[src/design/hfcr_pkg.sv]
`default_nettype none

package hfcr_pkg;

   // payload length limit and field widths
   localparam int HFCR_MAX_PAYLOAD = 16;
   localparam int BYTE_W           = 8;
   localparam int LEN_W            = 5;
   localparam int CSR_INDEX_W      = 2;

   // queue between the framer and the command stage
   localparam int QUEUE_DEPTH   = 2;
   localparam int QUEUE_PTR_W   = (QUEUE_DEPTH > 1) ? $clog2(QUEUE_DEPTH) : 1;
   localparam int QUEUE_COUNT_W = $clog2(QUEUE_DEPTH + 1);

   // frame terminator
   localparam logic [BYTE_W-1:0] CR_BYTE = 8'h0D;

   // command bit positions
   localparam int CMD_POWER_OFF_BIT = 0;
   localparam int CMD_SHUTDOWN_BIT  = 1;
   localparam int CMD_DISARM_BIT    = 2;
   localparam int CMD_RESET_BIT     = 3;
   localparam int CMD_ARM_BIT       = 4;
   localparam int CMD_CHASSIS_BIT   = 5;

   // register reset values
   localparam logic [BYTE_W-1:0] FIRST_HEADER_RESET   = 8'h00;
   localparam logic [BYTE_W-1:0] SECOND_HEADER_RESET  = 8'h00;
   localparam logic [LEN_W-1:0]  PAYLOAD_LENGTH_RESET = 5'd2;

   // register indexes
   typedef enum logic [CSR_INDEX_W-1:0] {
      CSR_FIRST_HEADER   = 2'd0,
      CSR_SECOND_HEADER  = 2'd1,
      CSR_PAYLOAD_LENGTH = 2'd2
   } csr_index_type;

   // framer phase
   typedef enum logic [1:0] {
      PH_HUNT    = 2'd0,
      PH_SECOND  = 2'd1,
      PH_PAYLOAD = 2'd2
   } phase_type;

   // configuration seen by the framer
   typedef struct packed {
      logic [BYTE_W-1:0] first_header;
      logic [BYTE_W-1:0] second_header;
      logic [LEN_W-1:0]  payload_length;
   } cfg_type;

   // per-byte classification passed from framer to command stage
   typedef struct packed {
      logic              frame_end;
      logic              frame_ok;
      logic [BYTE_W-1:0] command;
   } event_type;

endpackage

`default_nettype wire

[src/design/hfcr_front.sv]
`default_nettype none

module hfcr_front #(
   parameter int MAX_PAYLOAD = hfcr_pkg::HFCR_MAX_PAYLOAD
) (
   input  wire                            clock,
   input  wire                            reset,
   input  hfcr_pkg::cfg_type              cfg,
   input  wire                            byte_valid,
   input  wire  [hfcr_pkg::BYTE_W-1:0]    byte_data,
   output hfcr_pkg::event_type            event_out
);
   import hfcr_pkg::*;

   localparam int CNT_W = $clog2(MAX_PAYLOAD + 1);
   localparam int LW    = (CNT_W > LEN_W) ? CNT_W : LEN_W;

   phase_type          phase_ff, phase_in;
   logic [CNT_W-1:0]   count_ff, count_in;
   logic [BYTE_W-1:0]  held_ff, held_in;

   logic [LW-1:0]      len_ext;
   logic [LW-1:0]      eff_len;
   logic [LW-1:0]      count_next;
   logic               at_end;

   // effective length: zero acts as one, clamp at the limit
   always_comb begin
      len_ext = LW'(cfg.payload_length);
      if (len_ext == '0) begin
         eff_len = LW'(1);
      end else if (len_ext > LW'(MAX_PAYLOAD)) begin
         eff_len = LW'(MAX_PAYLOAD);
      end else begin
         eff_len = len_ext;
      end
      count_next = LW'(count_ff) + LW'(1);
      at_end     = (count_next >= eff_len);
   end

   // next state
   always_comb begin
      phase_in = phase_ff;
      count_in = count_ff;
      held_in  = held_ff;
      if (byte_valid) begin
         case (phase_ff)
            PH_SECOND: begin
               if (byte_data == cfg.second_header) begin
                  phase_in = PH_PAYLOAD;
                  count_in = '0;
               end else if (byte_data == cfg.first_header) begin
                  phase_in = PH_SECOND;
               end else begin
                  phase_in = PH_HUNT;
               end
            end
            PH_PAYLOAD: begin
               if (count_ff == '0) begin
                  held_in = byte_data;
               end
               if (at_end) begin
                  phase_in = PH_HUNT;
                  count_in = '0;
               end else begin
                  count_in = CNT_W'(count_next);
               end
            end
            default: begin
               phase_in = (byte_data == cfg.first_header) ? PH_SECOND : PH_HUNT;
            end
         endcase
      end
   end

   // classification of the current byte
   always_comb begin
      event_out = '0;
      if (phase_ff == PH_PAYLOAD && at_end) begin
         event_out.frame_end = 1'b1;
         event_out.frame_ok  = (byte_data == CR_BYTE);
         event_out.command   = (count_ff == '0) ? byte_data : held_ff;
      end
   end

   // state registers
   always_ff @(posedge clock) begin
      if (reset) begin
         phase_ff <= PH_HUNT;
         count_ff <= '0;
         held_ff  <= '0;
      end else begin
         phase_ff <= phase_in;
         count_ff <= count_in;
         held_ff  <= held_in;
      end
   end

endmodule

`default_nettype wire

[src/design/hfcr_queue.sv]
`default_nettype none

module hfcr_queue (
   input  wire                   clock,
   input  wire                   reset,
   input  wire                   push,
   input  hfcr_pkg::event_type   push_data,
   output logic                  full,
   input  wire                   pop,
   output logic                  not_empty,
   output hfcr_pkg::event_type   pop_data
);
   import hfcr_pkg::*;

   event_type                 entry_ff [QUEUE_DEPTH];
   logic [QUEUE_PTR_W-1:0]    wr_ptr_ff, wr_ptr_in;
   logic [QUEUE_PTR_W-1:0]    rd_ptr_ff, rd_ptr_in;
   logic [QUEUE_COUNT_W-1:0]  count_ff, count_in;
   logic                      do_push;
   logic                      do_pop;

   // status
   assign full      = (count_ff == QUEUE_COUNT_W'(QUEUE_DEPTH));
   assign not_empty = (count_ff != '0);
   assign pop_data  = entry_ff[rd_ptr_ff];
   assign do_push   = push && !full;
   assign do_pop    = pop && not_empty;

   // pointer and fill count update
   always_comb begin
      wr_ptr_in = wr_ptr_ff;
      rd_ptr_in = rd_ptr_ff;
      count_in  = count_ff;
      if (do_push) begin
         wr_ptr_in = (wr_ptr_ff == QUEUE_PTR_W'(QUEUE_DEPTH - 1)) ? '0
                   : wr_ptr_ff + QUEUE_PTR_W'(1);
      end
      if (do_pop) begin
         rd_ptr_in = (rd_ptr_ff == QUEUE_PTR_W'(QUEUE_DEPTH - 1)) ? '0
                   : rd_ptr_ff + QUEUE_PTR_W'(1);
      end
      if (do_push && !do_pop) begin
         count_in = count_ff + QUEUE_COUNT_W'(1);
      end else if (do_pop && !do_push) begin
         count_in = count_ff - QUEUE_COUNT_W'(1);
      end
   end

   // control registers
   always_ff @(posedge clock) begin
      if (reset) begin
         wr_ptr_ff <= '0;
         rd_ptr_ff <= '0;
         count_ff  <= '0;
      end else begin
         wr_ptr_ff <= wr_ptr_in;
         rd_ptr_ff <= rd_ptr_in;
         count_ff  <= count_in;
      end
   end

   // entry storage
   always_ff @(posedge clock) begin
      if (do_push) begin
         entry_ff[wr_ptr_ff] <= push_data;
      end
   end

endmodule

`default_nettype wire

[src/design/hfcr_back.sv]
`default_nettype none

module hfcr_back (
   input  wire                          clock,
   input  wire                          reset,
   input  wire                          event_valid,
   input  hfcr_pkg::event_type          event_in,
   output logic                         event_take,
   output logic                         rsp_valid,
   input  wire                          rsp_stall,
   output logic                         rsp_frame_end,
   output logic                         rsp_frame_ok,
   output logic [hfcr_pkg::BYTE_W-1:0]  rsp_command_byte,
   output logic                         rsp_arm_enable,
   output logic                         rsp_chassis_enable,
   output logic                         rsp_power_off_pulse,
   output logic                         rsp_shutdown_pulse,
   output logic                         rsp_reset_request,
   output logic                         rsp_chassis_disarm,
   output logic                         rsp_red_led
);
   import hfcr_pkg::*;

   logic               valid_ff;
   logic               frame_end_ff, frame_end_in;
   logic               frame_ok_ff, frame_ok_in;
   logic [BYTE_W-1:0]  command_ff, command_in;
   logic               arm_ff, arm_in;
   logic               chassis_ff, chassis_in;
   logic               power_off_ff, power_off_in;
   logic               shutdown_ff, shutdown_in;
   logic               reset_req_ff, reset_req_in;
   logic               disarm_ff, disarm_in;
   logic               led_ff, led_in;
   logic               apply;

   // take a request whenever the output register is free or draining
   assign event_take = event_valid && (!valid_ff || !rsp_stall);
   assign apply      = event_in.frame_end && event_in.frame_ok;

   // command decode; latched fields hold unless a valid frame ends
   always_comb begin
      frame_end_in = event_in.frame_end;
      frame_ok_in  = event_in.frame_ok;
      power_off_in = apply && event_in.command[CMD_POWER_OFF_BIT];
      shutdown_in  = apply && event_in.command[CMD_SHUTDOWN_BIT];
      command_in   = command_ff;
      arm_in       = arm_ff;
      chassis_in   = chassis_ff;
      reset_req_in = reset_req_ff;
      disarm_in    = disarm_ff;
      led_in       = led_ff;
      if (apply) begin
         command_in   = event_in.command;
         arm_in       = event_in.command[CMD_ARM_BIT];
         chassis_in   = event_in.command[CMD_CHASSIS_BIT];
         reset_req_in = event_in.command[CMD_RESET_BIT];
         disarm_in    = event_in.command[CMD_DISARM_BIT];
         led_in       = !led_ff;
      end
   end

   // output register, also holding the latched command state
   always_ff @(posedge clock) begin
      if (reset) begin
         valid_ff     <= 1'b0;
         frame_end_ff <= 1'b0;
         frame_ok_ff  <= 1'b0;
         command_ff   <= '0;
         arm_ff       <= 1'b0;
         chassis_ff   <= 1'b0;
         power_off_ff <= 1'b0;
         shutdown_ff  <= 1'b0;
         reset_req_ff <= 1'b0;
         disarm_ff    <= 1'b0;
         led_ff       <= 1'b0;
      end else if (event_take) begin
         valid_ff     <= 1'b1;
         frame_end_ff <= frame_end_in;
         frame_ok_ff  <= frame_ok_in;
         command_ff   <= command_in;
         arm_ff       <= arm_in;
         chassis_ff   <= chassis_in;
         power_off_ff <= power_off_in;
         shutdown_ff  <= shutdown_in;
         reset_req_ff <= reset_req_in;
         disarm_ff    <= disarm_in;
         led_ff       <= led_in;
      end else if (!rsp_stall) begin
         valid_ff     <= 1'b0;
      end
   end

   // result ports
   assign rsp_valid           = valid_ff;
   assign rsp_frame_end       = frame_end_ff;
   assign rsp_frame_ok        = frame_ok_ff;
   assign rsp_command_byte    = command_ff;
   assign rsp_arm_enable      = arm_ff;
   assign rsp_chassis_enable  = chassis_ff;
   assign rsp_power_off_pulse = power_off_ff;
   assign rsp_shutdown_pulse  = shutdown_ff;
   assign rsp_reset_request   = reset_req_ff;
   assign rsp_chassis_disarm  = disarm_ff;
   assign rsp_red_led         = led_ff;

endmodule

`default_nettype wire

[src/design/header_framed_command_receiver_unit.sv]
// Command deframer for a received serial byte stream.
// Request channel: one byte per request (req_valid / req_stall / req_rx_byte).
// Response channel: exactly one response per request, in order, carrying the
// frame end / frame ok flags, the latched command state, the power-off and
// shutdown pulses and the LED level (rsp_valid / rsp_stall / rsp_* fields).
// CSR port: csr_write_enable, csr_index and csr_write_data set the two header
// bytes and the payload length; writes are expected only while idle.
// Throughput is one byte per clock while the response is not stalled: the framer
// classifies a byte in the cycle it is accepted and pushes it into a two-entry
// queue; the command stage pops one entry per cycle into the output register.
// An accepted request is written into a queue entry and then into the output
// register, from which its response is presented.
// When the receiver stalls, the response holds and the queue fills; once the
// queue is full req_stall rises until an entry drains.
// Synchronous reset clears framing state, latched command state, the queue
// and the output register; headers reset to 0x00 and payload length to 2.
`default_nettype none

module header_framed_command_receiver_unit #(
   parameter int MAX_PAYLOAD = hfcr_pkg::HFCR_MAX_PAYLOAD
) (
   input  wire                               clock,
   input  wire                               reset,
   input  wire                               csr_write_enable,
   input  wire  [hfcr_pkg::CSR_INDEX_W-1:0]  csr_index,
   input  wire  [hfcr_pkg::BYTE_W-1:0]       csr_write_data,
   input  wire                               req_valid,
   output logic                              req_stall,
   input  wire  [hfcr_pkg::BYTE_W-1:0]       req_rx_byte,
   output logic                              rsp_valid,
   input  wire                               rsp_stall,
   output logic                              rsp_frame_end,
   output logic                              rsp_frame_ok,
   output logic [hfcr_pkg::BYTE_W-1:0]       rsp_command_byte,
   output logic                              rsp_arm_enable,
   output logic                              rsp_chassis_enable,
   output logic                              rsp_power_off_pulse,
   output logic                              rsp_shutdown_pulse,
   output logic                              rsp_reset_request,
   output logic                              rsp_chassis_disarm,
   output logic                              rsp_red_led
);
   import hfcr_pkg::*;

   cfg_type    cfg_ff;
   event_type  front_event;
   event_type  queue_event;
   logic       queue_full;
   logic       queue_not_empty;
   logic       back_take;
   logic       req_accept;

   // configuration registers
   always_ff @(posedge clock) begin
      if (reset) begin
         cfg_ff.first_header   <= FIRST_HEADER_RESET;
         cfg_ff.second_header  <= SECOND_HEADER_RESET;
         cfg_ff.payload_length <= PAYLOAD_LENGTH_RESET;
      end else if (csr_write_enable) begin
         case (csr_index)
            CSR_FIRST_HEADER:   cfg_ff.first_header   <= csr_write_data;
            CSR_SECOND_HEADER:  cfg_ff.second_header  <= csr_write_data;
            CSR_PAYLOAD_LENGTH: cfg_ff.payload_length <= csr_write_data[LEN_W-1:0];
            default: begin
            end
         endcase
      end
   end

   // request handshake
   assign req_stall  = queue_full;
   assign req_accept = req_valid && !queue_full;

   // framer
   hfcr_front #(
      .MAX_PAYLOAD (MAX_PAYLOAD)
   ) u_front (
      .clock      (clock),
      .reset      (reset),
      .cfg        (cfg_ff),
      .byte_valid (req_accept),
      .byte_data  (req_rx_byte),
      .event_out  (front_event)
   );

   // decoupling queue
   hfcr_queue u_queue (
      .clock     (clock),
      .reset     (reset),
      .push      (req_accept),
      .push_data (front_event),
      .full      (queue_full),
      .pop       (back_take),
      .not_empty (queue_not_empty),
      .pop_data  (queue_event)
   );

   // command stage and response register
   hfcr_back u_back (
      .clock               (clock),
      .reset               (reset),
      .event_valid         (queue_not_empty),
      .event_in            (queue_event),
      .event_take          (back_take),
      .rsp_valid           (rsp_valid),
      .rsp_stall           (rsp_stall),
      .rsp_frame_end       (rsp_frame_end),
      .rsp_frame_ok        (rsp_frame_ok),
      .rsp_command_byte    (rsp_command_byte),
      .rsp_arm_enable      (rsp_arm_enable),
      .rsp_chassis_enable  (rsp_chassis_enable),
      .rsp_power_off_pulse (rsp_power_off_pulse),
      .rsp_shutdown_pulse  (rsp_shutdown_pulse),
      .rsp_reset_request   (rsp_reset_request),
      .rsp_chassis_disarm  (rsp_chassis_disarm),
      .rsp_red_led         (rsp_red_led)
   );

endmodule

`default_nettype wire
[config.mk]
export PLATFORM = sky130hd
export DESIGN_NAME = header_framed_command_receiver_unit
export DESIGN_NICKNAME = d
export VERILOG_FILES = /design/src/design/hfcr_pkg.sv /design/src/design/hfcr_front.sv /design/src/design/hfcr_queue.sv /design/src/design/hfcr_back.sv /design/src/design/header_framed_command_receiver_unit.sv
export SDC_FILE = /design/constraint.sdc
export NUM_CORES = 1
export LEC_CHECK = 0
export BUFFER_PORTS_ARGS = -buffer_cell sky130_fd_sc_hd__buf_2
export CORE_MARGIN = 1.5
export CORE_UTILIZATION = 56
export DETAILED_ROUTE_END_ITERATION = 16
export HOLD_SLACK_MARGIN = 0.1
export PLACE_DENSITY = 0.77
export SETUP_SLACK_MARGIN = 0.1
export SLEW_MARGIN = 25
export SYNTH_ARGS = -nofsm -noshare
export SYNTH_HDL_FRONTEND = slang
export SYNTH_HIERARCHICAL = 1
export SYNTH_SLANG_ARGS = --single-unit
[constraint.sdc]
create_clock -name clock -period 2.8 [get_ports clock]
set_input_delay 0.7 -clock clock [delete_from_list [all_inputs] [get_ports clock]]
set_output_delay 0.7 -clock clock [all_outputs]
set_load 0.01 [all_outputs]
==> out/results.tsv, run 1 <==
metric	value	unit
status	complete, no violations	
Post-Synthesis Net Count	385	
post-DR vias/cell	5.387	
Max FO, Critical Path	5	
worst-margin pin slew	0.4837	ns
die area	0.006948	sq mm
Area Growth Syn to Fin	11.87	%
I/O Pins	42	
adder-cell share of the synthesized area	0.03460	
Comb pwr share	0.204	
Ant. Diodes	0	
final WL	6473	microns
worst setup path class	reg -> reg	
multiplexer area fraction after synthesis	0.1394	
post-cts sizing count	0	
cell internal pwr	1895	uW
CTS Buf Count	9	
1st-iter DRT viols	87	
initial antenna violation count	0	
critical path data arrival time	2.59	ns
post-synthesis instance total	352	
first-pass GRT wire length	10920	microns
top-count cell post-synth	dfxtp_1	
CP startpoint kind	register	
endpoints failing hold	0	
Sw Share	0.2826	
clock-pin slew on the worst setup and hold paths	0.07	ns
Netlist Area Pre-Place	0.003616	sq mm
Yosys top cell by area	dfxtp_1	
Req. time, crit path	3.05	ns
fin nets	424	
aggregate global-route resource usage	0.1948	
RSZ-0062 raised after global routing	false	
Synth Flop Type	dfxtp_1	
H-tree Lvls	3	
Remaining DRCs	0	
YS warnings	6	
Antenna Violating Nets Remaining	0	
worst min path class	reg -> reg	
Clock power frac	0.297	
die extent in y	83.36	microns
Synth top area share	0.3045	
# clock sinks	75	
sequential power share	0.499	
core box area	0.006277	sq mm
number of flops mapped to enable cells by yosys	20	
Clock Skew	0.006679	ns
postcts setup bufs	0	
main combinational cell family by area after synthesis	simple AND/OR/NAND/NOR gates	
Area contributors post-synth	dfxtp_1, edfxtp_1, mux2i_1, nand2b_1, ha_1	
Final Core Density	0.6444	
Max clock buf depth	2	
maximum achievable frequency	428.4	MHz
FP Rows	29	
Cell Count Post-Placement	457	
Sw Pwr	746.6	uW
Slew Viols, Final	0	
RD Place Congestion	0.8417	
Initial Utilization	0.5760	
port buffer count	41	
xor and xnor fraction of the mapped netlist area	0.05329	
Area after DPL	0.003861	sq mm
setup_tns	0	ns
largest net degree at the start of global routing	44	
maxcap violations	0	
Initial DRT Pass Iterations	4	
Post-synth top cells	dfxtp_1, mux2i_1, nand2b_1	
clk_lat worst skew	0.34	ns
Die X	83.36	microns
static leakage	0.001706	uW
number of global-route vias before repair	2513	
detailed-route via count	2548	
Final min period	2.334	ns
Post-Place Worst Slack	0.5171	ns
GRT Residual Overflow	0	
slew margin rel.	0.6775	
post-route cell area	0.004045	sq mm
Yosys reg bits	75	
period utilization	0.8336	
hold_buf cts	0	
clk root buf	clkbuf_8	
TritonCTS clock tree	yes	
DPL Wire Length	4699	microns
Synth Area in Simple Gates	0.1730	
drt wl/cell	13.68	microns
critical path endpoint category	register	
Netlist cell types	46	
Cell Count, Final, Fillers Out	473	
Pwr per Cell Area	653.1	mW/mm^2
Post-synth ARST share	0	
VDD IR max	0.0005041	V
setup violators final	0	
mean post-synth cell area	10.27	sq um
layout cells sized above 1	0.1970	
Compound-Gate Fraction of Synth Area	0.08685	
Seq/Total Area, Yosys	0.4706	
Setup WS post-layout	0.4660	ns
## final cells by class
type                            instances  area [sq um]
Clock buffer                           10         127.6
Inverter                               14         52.55
Tap cell                               77         96.34
Sequential cell                        75          1702
Multi-Input combinational cell        245          1768
Timing Repair Buffer                   46         242.7
Fill cell                             554          2232
Clock inverter                          6         56.30
## critical path: stages, from the launching register on
cell	delay [ns]
dfxtp_1	0.40
ha_1	0.24
xor2_1	0.19
ha_1	0.28
a21oi_1	0.17
o21ai_0	0.17
a2111oi_2	0.52
nor2_1	0.10
o31ai_1	0.19
## cell usage in the layout (no fill, tap or decap), types with 11 or more instances in the layout
cell / count
dfxtp_1: 55
buf_2: 41
mux2i_1: 38
nand2b_1: 28
nor2_1: 23
a21oi_1: 20
edfxtp_1: 20
o21ai_0: 17
inv_1: 14
nand2_1: 14
xnor2_1: 11
xor2_1: 11
nor3_1: 11
mux2_2: 11
## state kept, by name, summed over array words and instances (netlist names), named ones only
signal / flops
cfg_ff: 21
u_back/rsp_command_byte: 8
u_back/rsp_frame_end: 1
u_back/rsp_frame_ok: 1
u_back/rsp_power_off_pulse: 1
u_back/rsp_red_led: 1
u_back/rsp_shutdown_pulse: 1
u_back/rsp_valid: 1
u_front/count_ff: 5
u_front/held_ff: 8
u_front/phase_ff: 2
u_queue/count_ff: 2
u_queue/entry_ff: 20
u_queue/rd_ptr_ff: 1
u_queue/wr_ptr_ff: 1
## path summary, 6_finish.rpt
| path | from | to | slack, ns | cells past startpoint |
|---|---|---|---|---|
| setup / recovery | u_front/count_ff[0]$_SDFFE_PP0P_ | u_front/phase_ff[0]$_SDFFE_PP0P_ | 0.47 | 8 |
| hold / removal | u_back/rsp_frame_ok$_SDFFE_PP0P_ | u_back/rsp_frame_ok$_SDFFE_PP0P_ | 0.45 | 2 |
| setup reg to reg | u_front/count_ff[0]$_SDFFE_PP0P_ | u_front/phase_ff[0]$_SDFFE_PP0P_ | 0.47 | 8 |
| hold reg to reg | u_back/rsp_frame_ok$_SDFFE_PP0P_ | u_back/rsp_frame_ok$_SDFFE_PP0P_ | 0.45 | 2 |
## per-layer routing
metal | GRT usage | part of all wire | vias to the layer above
met3 | 0.03976 | 0.036 | 10
met5 | 0 | 0 | -
li1 | - | - | 1311
met1 | 0.2210 | 0.45 | 1178
met4 | 0.1045 | 0.015 | 0
met2 | 0.3429 | 0.50 | 49
## power groups by stage
stage	combinational, uW	sequential (uW)	clock (uW)
final	539	1320	785
after global routing	592	1340	850
after CTS	543	1320	807
after detailed placement	538	1340	0
after global placement	535	1340	0
after floorplan	421	1330	0
## per-stage QoR
step | hold slack, ns | total power (uW)
2_1_floorplan | 0.4516 | 1751
3_3_place_gp | 0.4399 | 1874
3_5_place_dp | 0.4467 | 1883
4_1_cts | 0.4571 | 2670
5_1_grt | 0.4813 | 2779
6_report | 0.4532 | 2642
## logic make-up after synthesis
kind of cell / after synthesis
AND/OR/NAND/NOR: 114
flip-flops: 75
AO/OA/AOI/OAI: 50
multiplexers: 49
buffers and inverters: 32
XOR/XNOR: 22
adder cells (fa/ha/maj): 10
(Power assumes the default switching activity.)
==> run 2: changes to the inputs <==
- clock period: 2.8 -> 2.18 ns (I/O delays scaled with it)
==> out/results.tsv, run 2 (synthesis gave the netlist of run 1 again) <==
metric	value	unit	change
Initial DRT Pass Iterations	4		unchanged
RSZ-0062 raised after global routing	true		
worst-margin pin slew	0.4847	ns	+0.0009851 ns
final WL	7339	microns	+13%
fin nets	438		+3.3%
Die X	83.36	microns	unchanged
critical path data arrival time	2.22	ns	-0.37 ns
critical path startpoint	u_front/count_ff[1]$_SDFFE_PP0P_		
first-pass GRT wire length	11900	microns	+8.9%
Req. time, crit path	2.24	ns	-0.81 ns
period utilization	0.9891		+0.1555
CP startpoint kind	register		
Area after DPL	0.003901	sq mm	+1.0%
post-DR vias/cell	5.513		+2.3%
GRT Residual Overflow	0		unchanged
TritonCTS clock tree	yes		
I/O Pins	42		unchanged
RD Place Congestion	0.8733		+3.8%
detailed-route via count	2685		+5.4%
Ant. Diodes	0		unchanged
CTS Buf Count	9		unchanged
Slew Viols, Final	0		unchanged
Max FO, Critical Path	5		unchanged
Pwr per Cell Area	822.8	mW/mm^2	+26%
largest net degree at the start of global routing	41		-6.8%
FP Rows	29		unchanged
max incr delay on CP	0.36	ns	-0.16 ns
Antenna Violating Nets Remaining	0		unchanged
die area	0.006948	sq mm	unchanged
maximum achievable frequency	463.8	MHz	+8.2%
aggregate global-route resource usage	0.2138		+0.01896
status	complete, no violations		
drt wl/cell	15.07	microns	+10%
Area Growth Syn to Fin	20.80	%	
critical path endpoint category	register		
core box area	0.006277	sq mm	unchanged
worst min path class	reg -> reg		
setup violators final	0		unchanged
H-tree Lvls	3		unchanged
post-route cell area	0.004368	sq mm	+8.0%
die extent in y	83.36	microns	unchanged
port buffer count	41		unchanged
number of global-route vias before repair	2644		+5.2%
CP cell instances	ha_4, xor2_1, ha_1, a21oi_2, o21ai_2, a21o_1, a21oi_4, nor3_2		
Largest register FFs	21		unchanged
most common cell after layout, fill and taps aside	dfxtp_1		
Initial Utilization	0.5760		unchanged
initial antenna violation count	0		unchanged
VDD IR max	0.0007235	V	+44%
CP top delay family	compound AO/OA/AOI/OAI gates		
Clock Skew	0.009211	ns	+0.002532 ns
Cell Count Post-Placement	460		+0.66%
Register-to-Register Path Depth	8		unchanged
Remaining DRCs	0		unchanged
# clock sinks	75		unchanged
slew margin rel.	0.6765		-0.001013
layout cells sized above 1	0.2951		+0.09815
static leakage	0.001834	uW	+7.5%
biggest registers after layout	cfg_ff (21), u_queue/entry_ff (20)		
Reg with most FFs	cfg_ff		
Crit. path cell count	8		unchanged
reg2reg end	u_queue/entry_ff[0][6]$_DFFE_PP_		
reg-to-reg setup timing slack	0.02	ns	-0.44 ns
clk_lat worst skew	0.33	ns	about the same
Setup crit end	u_queue/entry_ff[0][6]$_DFFE_PP_		
clk root buf	clkbuf_8		
most frequent cells in the layout	dfxtp_1, buf_2, mux2i_1, nand2b_1, nor2_1		
maxcap violations	0		unchanged
Cell Count, Final, Fillers Out	487		+3.0%
slowest CP cell	dfxtp_4		
Max clock buf depth	2		unchanged
Buf+Inv Stages, Crit Path	0		unchanged
1st-iter DRT viols	95		+9.2%
worst r2r src	u_front/count_ff[1]$_SDFFE_PP0P_		
Final min period	2.156	ns	-0.1778 ns
endpoints failing hold	0		unchanged
Hold Path Depth	2		unchanged
clock-pin slew on the worst setup and hold paths	0.08	ns	about the same
worst setup path class	reg -> reg		
DPL Wire Length	4869	microns	+3.6%
run 2: cell types whose count changed in the layout (fill, tap and decap cells not counted), sizes merged:
cell      previous run  this run
clkbuf              10        13
buf                 46        59
a21oi               20        21
bufinv               1         2
clkinvlp             1         0
clkinv               4         1
run 2: power breakdown:
part           internal [uW]  switching, uW  leakage, uW
logic                    342            401      0.00109
registers               1600            100     0.000641
clock network            677            478     0.000108
total                   2610            980      0.00183
run 2: layer usage:
layer / global-route usage / routed length [microns]
met3: 0.04076 / 244
met4: 0.08333 / 68
met2: 0.3895 / 3779
met5: 0 / 0
met1: 0.2465 / 3248
run 2: worst reg2reg max path, delay by kind of cell (launching register included):
kind / cells / cell delay [ns]
adders and majority gates: 2 / 0.48
and+or+nand+nor: 1 / 0.09
DFF: 1 / 0.36
xor gates and xnor gates: 1 / 0.14
AOI/OAI and AO/OA: 4 / 0.83
run 2: timing repair:
action                                  in CTS  in global routing
resized for setup                           16                 23
hold buffers                                 0                  0
cloned                                       1                  0
pin swaps                                   15                 13
endpoints found under the hold margin        0                  0
endpoints found under the setup margin      25                 28
setup buffers                                3                  7
run 2: cell type report:
| type | instances | area, sq um |
|---|---|---|
| timing repair buffer | 59 | 340.3 |
| tap | 77 | 96.34 |
| multi-input combinational | 246 | 1953 |
| clock inverter | 3 | 65.06 |
| inverter | 14 | 52.55 |
| clock buffer | 13 | 148.9 |
| sequential | 75 | 1712 |
| fill | 484 | 1909 |
run 2: metrics by stage:
stage / utilization / TNS [ns] / setup WS [ns] / hold slack (ns) / power [uW]
floorplan: - / 0 / 0.1177 / 0.4516 / 2251
global placement: 0.6215 / -0.2549 / -0.01544 / 0.4396 / 2416
detailed placement: 0.6215 / -1.053 / -0.07367 / 0.4491 / 2441
CTS: 0.6713 / 0 / 0.07416 / 0.4531 / 3593
global route: 0.6958 / -0.6483 / -0.06589 / 0.4763 / 3762
finish: 0.6958 / 0 / 0.02376 / 0.4587 / 3594
run 2: worst min-delay path by stage:
stage	from	to	slack [ns]
after detailed placement	u_back/rsp_power_off_pulse$_SDFFE_PP0P_	u_back/rsp_power_off_pulse$_SDFFE_PP0P_	0.45
final	u_back/rsp_frame_ok$_SDFFE_PP0P_	u_back/rsp_frame_ok$_SDFFE_PP0P_	0.46
after CTS	rsp_stall	u_back/rsp_valid$_SDFFE_PP0P_	0.45
after global placement	u_back/rsp_frame_ok$_SDFFE_PP0P_	u_back/rsp_frame_ok$_SDFFE_PP0P_	0.44
after floorplan	u_queue/wr_ptr_ff$_SDFFE_PP0N_	u_queue/wr_ptr_ff$_SDFFE_PP0N_	0.45
after global routing	rsp_stall	u_back/rsp_valid$_SDFFE_PP0P_	0.48
==> run 3: changes to the inputs <==
--- a/config.mk
+++ b/config.mk
@@ -8,8 +8,7 @@
 export BUFFER_PORTS_ARGS = -buffer_cell sky130_fd_sc_hd__buf_2
 export CORE_MARGIN = 1.5
-export CORE_UTILIZATION = 56
+export CORE_UTILIZATION = 26
 export DETAILED_ROUTE_END_ITERATION = 16
 export HOLD_SLACK_MARGIN = 0.1
-export PLACE_DENSITY = 0.77
 export SETUP_SLACK_MARGIN = 0.1
 export SLEW_MARGIN = 25
==> constraint.sdc (replaced) <==
create_clock -name clock -period 2.18 [get_ports clock]
set_input_delay 0.218 -clock clock [delete_from_list [all_inputs] [get_ports clock]]
set_output_delay 0.218 -clock clock [all_outputs]
set_load 0.01 [all_outputs]
==> out/results.tsv, run 3 (synthesis gave the netlist of run 1 again) <==
metric	value	unit	change
cell internal pwr	2993	uW	+14%
routed wl met3	372	microns	+52%
# clock sinks	75		unchanged
critical path startpoint	u_front/count_ff[0]$_SDFFE_PP0P_		
endpoints failing hold	0		unchanged
critical path endpoint category	register		
Reg with most FFs	cfg_ff		
Register-to-Register Path Depth	9		+1
worst min path class	in -> reg		
VDD IR max	0.0006196	V	-14%
most common cell after layout, fill and taps aside	dfxtp_1		
hold_buf cts	0		unchanged
I/O Pins	42		unchanged
Largest register FFs	21		unchanged
core box area	0.01340	sq mm	+110%
worst setup path class	reg -> reg		
initial antenna violation count	0		unchanged
Slew Viols, Final	0		unchanged
Comb pwr share	0.191		-0.016
Die X	120.9	microns	+45%
1st-iter DRT viols	115		+21%
post-DR vias/cell	4.613		-16%
GRT Residual Overflow	0		unchanged
# fillers	1371		+180%
Hold Path Depth	3		+1
Remaining DRCs	0		unchanged
status	complete, no violations		
largest net degree at the start of global routing	33		-20%
clk root buf	clkbuf_16		
met1 wire length	3656	microns	+13%
clock-pin slew on the worst setup and hold paths	0.06	ns	-0.02 ns
sequential power share	0.419		-0.053
aggregate global-route resource usage	0.1098		-0.1040
Area Growth Syn to Fin	25.47	%	
met2 WL	3503	microns	-7.3%
worst r2r src	u_front/count_ff[0]$_SDFFE_PP0P_		
final WL	7688	microns	+4.8%
end of the worst hold path	u_back/rsp_valid$_SDFFE_PP0P_		
biggest registers after layout	cfg_ff (21), u_queue/entry_ff (20)		
H-tree Lvls	3		unchanged
slew margin rel.	0.5778		-0.09868
Clock power frac	0.390		+0.069
period utilization	0.9700		-0.01915
Area after DPL	0.004048	sq mm	+3.8%
maximum achievable frequency	472.9	MHz	+2.0%
Hold Path Origin	rsp_stall		
reg-to-reg setup timing slack	0.07	ns	+0.04 ns
Antenna Violating Nets Remaining	0		unchanged
port buffer count	41		unchanged
worst-margin pin slew	0.6326	ns	+0.1479 ns
Max FO, Critical Path	4		-1
Initial Utilization	0.2698		-0.3062
DPL Wire Length	5451	microns	+12%
RSZ-0062 raised after global routing	true		
Sw Share	0.2620		-0.01065
Final min period	2.115	ns	-0.04174 ns
layout cells sized above 1	0.2741		-0.02105
clk_lat worst skew	0.33	ns	about the same
TritonCTS clock tree	yes		
Pwr per Cell Area	893.9	mW/mm^2	+8.6%
Req. time, crit path	2.41	ns	+0.17 ns
drt wl/cell	13.23	microns	-12%
most frequent cells in the layout	dfxtp_1, buf_2, mux2i_1, nand2b_1, nor2_1		
fin nets	433		-1.1%
number of global-route vias before repair	2563		-3.1%
Sw Pwr	1063	uW	+8.4%
FP Rows	42		+45%
setup violators final	0		unchanged
first-pass GRT wire length	12390	microns	+4.2%
reg2reg end	u_front/count_ff[4]$_SDFFE_PP0P_		
maxcap violations	0		unchanged
detailed-route via count	2680		-0.19%
critical path data arrival time	2.34	ns	+0.12 ns
setup_tns	0	ns	unchanged
post-route cell area	0.004537	sq mm	+3.9%
die extent in y	120.9	microns	+45%
Initial DRT Pass Iterations	4		unchanged
die area	0.01462	sq mm	+110%
CTS Buf Count	9		unchanged
static leakage	0.001848	uW	+0.81%
Clock Skew	0.004772	ns	-0.004438 ns
top sig layer	met4		
RD Place Congestion	0.8063		-7.7%
CP startpoint kind	register		
Ant. Diodes	0		unchanged
Max clock buf depth	2		unchanged
[run 3: changes by cell type in the layout (fill, tap and decap cells not counted), sizes merged]
cell,change
buf,-4
inv,+1
a21oi,-1
clkbuf,-1
[run 3: worst max-delay path: stages (launching register included)]
cell and delay [ns]:
dfxtp_4 0.37, ha_4 0.16, nand3_2 0.10, xnor2_2 0.17, ha_2 0.33, nor2_1 0.04, a32o_2 0.29, nor2_4 0.14
and4b_1 0.21, a31o_2 0.20
[run 3: through the flow]
step / std cells / setup WS (ns) / utilization / hold WS, ns / power (uW)
floorplan: 352 / 0.1177 / - / 0.2871 / 2251
global placement: 562 / -0.03977 / 0.3021 / 0.4429 / 2441
detailed placement: 562 / -0.07812 / 0.3021 / 0.4479 / 2460
CTS: 579 / 0.1107 / 0.3314 / 0.1316 / 4071
global route: 581 / -0.03184 / 0.3386 / 0.1400 / 4243
finish: 581 / 0.06550 / 0.3386 / 0.1498 / 4055
[run 3: routing by layer]
| layer | GRT usage | up-vias |
|---|---|---|
| met2 | 0.1729 | 68 |
| met4 | 0.03971 | 0 |
| li1 | - | 1331 |
| met1 | 0.1387 | 1266 |
| met3 | 0.03900 | 15 |
| met5 | 0 | - |
[run 3: power groups by stage]
stage | Sequential [uW] | Clock [uW] | Combinational [uW]
after floorplan | 1710 | 0 | 543
after global placement | 1720 | 0 | 719
after detailed placement | 1730 | 0 | 728
after CTS | 1700 | 1630 | 741
after global routing | 1720 | 1680 | 850
final | 1700 | 1580 | 777
[run 3: cell type report]
type | count | area [sq um] | share of cell area
tap | 176 | 220.2 | 0.04854
timing repair buffer | 55 | 322.8 | 0.07115
clock inverter | 4 | 73.82 | 0.01627
inverter | 14 | 52.55 | 0.01158
clock buffer | 12 | 246.5 | 0.05433
multi-input combinational | 245 | 1913 | 0.4217
sequential | 75 | 1708 | 0.3764
[run 3: worst max-delay path by stage]
stage | to
detailed placement | u_queue/entry_ff[1][0]$_DFFE_PP_
finish | u_front/count_ff[4]$_SDFFE_PP0P_
global placement | u_queue/entry_ff[0][3]$_DFFE_PP_
global route | u_queue/entry_ff[1][9]$_DFFE_PP_
CTS | u_front/count_ff[4]$_SDFFE_PP0P_
floorplan | u_front/count_ff[4]$_SDFFE_PP0P_
[run 3: what timing repair did]
action / 4_1_cts / 5_1_grt
gates cloned: 0 / 0
setup endpoints to repair: 27 / 28
setup buffers: 1 / 2
hold endpoints to repair: 0 / 0
pin swaps: 5 / 4
resized for setup: 13 / 13
